## config.mk

```make
export PLATFORM = sky130hd
export DESIGN_NAME = rdr_cfg
export DESIGN_NICKNAME = d
export VERILOG_FILES = /design/src/sv/rdr_pkg.sv /design/src/sv/rdr_cfg.sv
export SDC_FILE = /design/constraint.sdc
export NUM_CORES = 1
export LEC_CHECK = 0
export ABC_AREA = 1
export BUFFER_PORTS_ARGS = -buffer_cell sky130_fd_sc_hd__buf_2
export CAP_MARGIN = 10
export CORE_AREA = 4 4 210 212
export CTS_CLUSTER_DIAMETER = 40
export CTS_CLUSTER_SIZE = 10
export DETAILED_ROUTE_END_ITERATION = 10
export DIE_AREA = 0 0 214 216
export PLACE_DENSITY = 0.72
export SKIP_CTS_REPAIR_TIMING = 1
export SYNTH_ARGS = -nofsm -noshare
export SYNTH_HDL_FRONTEND = slang
export SYNTH_SLANG_ARGS = --single-unit
```

## constraint.sdc

```tcl
create_clock -name clk -period 1.7 [get_ports clk]
set_clock_uncertainty 0.2 [all_clocks]
set_input_delay 0.085 -clock clk [delete_from_list [all_inputs] [get_ports clk]]
set_output_delay 0.085 -clock clk [all_outputs]
set_load 0.02 [all_outputs]
```

## src/sv/rdr_pkg.sv

```systemverilog
// ----------------------------------------------------------------------------
// rdr_pkg: shared types and constants of the rst duty regulator
// fixed-point widths, register indexes, clamp codes and the q2.30 multiply
// ----------------------------------------------------------------------------
package rdr_pkg;

	localparam int VOLT_W        = 16;  // q8.8 voltages
	localparam int DUTY_W        = 16;  // q0.16 duty
	localparam int COEF_W        = 32;  // signed q2.30 coefficients
	localparam int CFG_DATA_W    = 64;
	localparam int CFG_IDX_W     = 3;
	localparam int LIMITS_W      = 32;
	localparam int CLAMP_W       = 2;
	localparam int PROD_W        = COEF_W + VOLT_W + 1;
	localparam int ACC_W         = 64;  // 46 fractional bits
	localparam int FRAC_SHIFT    = 30;  // q0.16 duty to 46 fractional bits
	localparam int VOLT_SCALE_SH = 8;   // 38 to 46 fractional bits

	localparam int N_TGT_PAST  = 6;
	localparam int N_MEAS_PAST = 2;
	localparam int N_DUTY_PAST = 4;
	localparam int N_COEF_PAIR = 7;

	localparam logic [CFG_IDX_W-1:0] REG_COEF_PAIR_0 = 3'd0;
	localparam logic [CFG_IDX_W-1:0] REG_COEF_PAIR_6 = 3'd6;
	localparam logic [CFG_IDX_W-1:0] REG_DUTY_LIMITS = 3'd7;

	// max 0.8 in the high half, min 0.2 in the low half, both truncated
	localparam logic [LIMITS_W-1:0] DUTY_LIMITS_RESET = 32'hCCCC_3333;

	localparam logic [CLAMP_W-1:0] CLAMP_NONE = 2'd0;
	localparam logic [CLAMP_W-1:0] CLAMP_HIGH = 2'd1;
	localparam logic [CLAMP_W-1:0] CLAMP_LOW  = 2'd2;

	typedef logic [VOLT_W-1:0] volt_t;
	typedef logic [DUTY_W-1:0] duty_t;

	typedef volt_t [N_TGT_PAST-1:0]  tgt_hist_t;
	typedef volt_t [N_MEAS_PAST-1:0] meas_hist_t;
	typedef duty_t [N_DUTY_PAST-1:0] duty_hist_t;

	// r holds r1..r4 at indexes 0..3
	typedef struct packed {
		logic [2:0][COEF_W-1:0] s;
		logic [3:0][COEF_W-1:0] r;
		logic [6:0][COEF_W-1:0] t;
		duty_t                  dmin;
		duty_t                  dmax;
	} rdr_coef_t;

	// signed q2.30 coefficient times an unsigned 16-bit sample
	function automatic logic signed [PROD_W-1:0] mul_q(input logic [COEF_W-1:0] c,
		input logic [VOLT_W-1:0] x);
		logic signed [COEF_W-1:0] cs;
		logic signed [VOLT_W:0]   xs;
		cs = $signed(c);
		xs = $signed({1'b0, x});
		return PROD_W'(cs * xs);
	endfunction

endpackage

```

## src/sv/rdr_cfg.sv

```systemverilog
// ----------------------------------------------------------------------------
// rdr_cfg: configuration register file
// holds the coefficient pairs and duty limits, unpacks them for the law
// ----------------------------------------------------------------------------
module rdr_cfg (
	input  logic                          clk,
	input  logic                          arst_n,
	input  logic                          cfg_wr_en,
	input  logic [rdr_pkg::CFG_IDX_W-1:0]  cfg_index,
	input  logic [rdr_pkg::CFG_DATA_W-1:0] cfg_data,
	output rdr_pkg::rdr_coef_t             coef
);
	import rdr_pkg::*;

	logic [N_COEF_PAIR-1:0][CFG_DATA_W-1:0] pair_q;
	logic [LIMITS_W-1:0]                    limits_q;

	always_ff @(posedge clk or negedge arst_n) begin
		if (!arst_n) begin
			pair_q   <= '0;
			limits_q <= DUTY_LIMITS_RESET;
		end else if (cfg_wr_en) begin
			case (cfg_index) inside
				[REG_COEF_PAIR_0:REG_COEF_PAIR_6]: pair_q[cfg_index] <= cfg_data;
				REG_DUTY_LIMITS: limits_q <= cfg_data[LIMITS_W-1:0];
				default: ;
			endcase
		end
	end

	always_comb begin
		coef.s[0] = pair_q[0][31:0];
		coef.s[1] = pair_q[0][63:32];
		coef.s[2] = pair_q[1][31:0];
		coef.r[0] = pair_q[1][63:32];
		coef.r[1] = pair_q[2][31:0];
		coef.r[2] = pair_q[2][63:32];
		coef.r[3] = pair_q[3][31:0];
		coef.t[0] = pair_q[3][63:32];
		coef.t[1] = pair_q[4][31:0];
		coef.t[2] = pair_q[4][63:32];
		coef.t[3] = pair_q[5][31:0];
		coef.t[4] = pair_q[5][63:32];
		coef.t[5] = pair_q[6][31:0];
		coef.t[6] = pair_q[6][63:32];
		coef.dmin = limits_q[15:0];
		coef.dmax = limits_q[31:16];
	end

endmodule

```

==> results.sh <==
export IMPL_drv_cap=0
export IMPL_wl_mm=68.65
export IMPL_hpwl_mm=45.21
export IMPL_post_drt_wl_per_cell_um=20.80
export IMPL_synth_edf_count=0
export IMPL_power_leakage_nw=14.46
export IMPL_numCtsBuffers=67
export IMPL_die_w_um=214
export IMPL_drtPass1Iterations=8
export IMPL_dp_cells=3103
export IMPL_timing_final_crit_period_ps=1680
export IMPL_netlist_area_um2=18650
export IMPL_crit_chain="buf_2 -> dlygate4sd3_1 -> nand2_1 -> nor2_4 -> buf_12 -> nand2_1 -> dlygate4sd3_1 -> nand2_1"
export IMPL_path_common_cell="nand2_1"
export IMPL_synth_most_common_cell="nand2_1"
export IMPL_grt_max_degree=65
export IMPL_final_net_count=2791
export IMPL_period_share_pct=98.82
export IMPL_drc=0
export IMPL_slowest_delay_ps=580
export IMPL_power_per_cell_area_nw_per_um2=1464
export IMPL_crit_type="input pin to flip-flop"
export IMPL_instances_no_fill=3300
export IMPL_synthFlopType="dfrtp_1"
export IMPL_ys_seq_elements=480
export IMPL_die_h_um=216
export IMPL_ys_warn_count=0
export IMPL_cts_path_max_buffers=3
export IMPL_yosysTopAreaCell="dfrtp_1"
export IMPL_cts_tree="done"
export IMPL_grt_usage_pct=28.14
export IMPL_cpLargestDelayFamily="buffers and inverters"
export IMPL_grt_overflow_total=0
export IMPL_path_buf_inv=4
export IMPL_setup_tns_ps=0
export IMPL_slowest_stage="dlygate4sd3_1"
export IMPL_clk_latency_ps=560
export IMPL_synth_area_leaders="dfrtp_1 (62%), nand2_1 (24%), nand3_1 (6.9%)"
export IMPL_grt_pass1_wl_mm=101.7
export IMPL_status="finished clean"
export IMPL_crit_path_end_kind="flip-flop"
export IMPL_cts_sinks=480
export IMPL_gp_congestion=0.8709
export IMPL_syn_inst=2101
export IMPL_critical_path_required_ps=2010
export IMPL_fillers=3462
export IMPL_crit_arrival_ps=1990
export IMPL_syn_to_final_growth_pct=36.00
export IMPL_min_path_type="input pin to flip-flop"
export IMPL_syn_num_nets=2171
export IMPL_dieArea_um2=46220
export IMPL_clk_pin_slew_ps=60
export IMPL_crit_fanout=33
export IMPL_relSlewSlack_pct=70.92
export IMPL_worst_pin_slew_ps=436.1
export IMPL_num_rows=75
export IMPL_hold_viol_final=0
export IMPL_finalPower_mw=37.14
export IMPL_antenna_found_initial=4
export IMPL_ys_async_sr_fraction_pct=100.0
export IMPL_io_pins=550
export IMPL_ant_nets=0
export IMPL_io_buffer_count=549
export IMPL_start_kind="input pin"
export IMPL_cts_max_level=3
export IMPL_coreArea_um2=41950
export IMPL_drt_initial_drc_count=1713
export IMPL_setup_viol=0
export IMPL_ys_types=13
export IMPL_max_clock_freq_mhz=595.3
export IMPL_drive_above_1_share_pct=27.11
export IMPL_viasPerCell=5.290
export IMPL_initial_core_util_pct=44.46
export IMPL_yosysSeqAreaShare_pct=64.52
export IMPL_peakVddDrop_v=0.0008314
export IMPL_cts_root_buf="clkbuf_16"
export IMPL_ff2ff_setup_slack_ps=280
export IMPL_synth_top_area_share_pct=62.26
export IMPL_synthTopCellsByCount="nand2_1 (1,193), dfrtp_1 (464), nand3_1 (256)"
export IMPL_syn_avg_cell_area_um2=8.876
export IMPL_rsz0062_at_grt="no"
export IMPL_report_final_slew_viol_count=0
export IMPL_grt_pass1_vias=16917
export IMPL_vias=17458
-- flip-flops by register name, summed over array words and instances, names as in the netlist --
register and count:
coef 448, limits_q 32
-- metrics by stage --
stage / setup WS, ps / hold WS [ps] / util (%) / area, um2
2_1_floorplan: 566.5 / -410.6 / - / 18650
3_3_place_gp: 254.7 / -190.7 / 53.25 / 22340
3_5_place_dp: 216.3 / -189.4 / 53.25 / 22340
4_1_cts: 92.95 / -792.6 / 58.33 / 24470
5_1_grt: 2.814 / 2.963 / 60.45 / 25360
6_report: 20.12 / 0.1575 / 60.47 / 25360
-- power breakdown --
part	switching [mW]	internal, mW
clock network	5.03	8.39
registers	1.32	13.6
logic	6.06	2.70
-- layout by cell type (no fill, tap or decap), types with 3 or more instances in the layout --
master         instances
dfstp_2               16
buf_12                36
bufinv_16              3
nand2_4                4
inv_6                  3
buf_2                548
buf_4                 33
dfrtp_1              464
clkinvlp_4             5
inv_1                  5
clkbuf_16             71
dlygate4sd3_1         87
nand2_2                3
nor2_4                 8
clkbuf_1               9
clkinv_2               5
clkbuf_8               9
nand3_1              256
nand2_1             1190
-- cell families after synthesis --
kind of cell,after synthesis,synth area share [%]
and+or+nand+nor,1461,31.23
DFF,480,64.52
buffers and inverters,160,4.254
-- final cells by class --
| type | instances | area [um2] | area share [%] |
|---|---|---|---|
| antenna | 2 | 5.005 | 0.01973 |
| clock buffer | 89 | 1934 | 7.627 |
| clock inverter | 18 | 196.4 | 0.7745 |
| inverter | 6 | 22.52 | 0.08880 |
| multi-input combinational | 1461 | 5902 | 23.27 |
| sequential | 480 | 12030 | 47.44 |
| tap | 539 | 674.4 | 2.659 |
| timing repair buffer | 705 | 4597 | 18.12 |
-- final timing paths --
check / start / end / cells after the start
setup / recovery: cfg_wr_en / coef[242] / 8
hold / removal: cfg_index[0] / coef[232] / 7
setup reg to reg: coef[38] / coef[38] / 3
hold reg to reg: limits_q[12] / limits_q[12] / 2
max in group asynchronous: arst_n / coef[352] / 4
min in group asynchronous: arst_n / coef[231] / 3
-- worst min-delay path, stage by stage --
cell     delay (ps)
buf_2           130
inv_1            50
nand2_1         100
nor2_4           60
buf_12          160
nand2_1          70
nand2_1          40
-- routing by layer --
layer  share of wire, %  track usage (%)  vias up
met4                4.6            12.69        2
met1                 38            36.39     8438
met2                 46            43.77     1066
met5              0.019                0        -
met3                 11            9.001      214
li1                   -                -     7738
No activity file was read; power rests on OpenSTA's default activity.
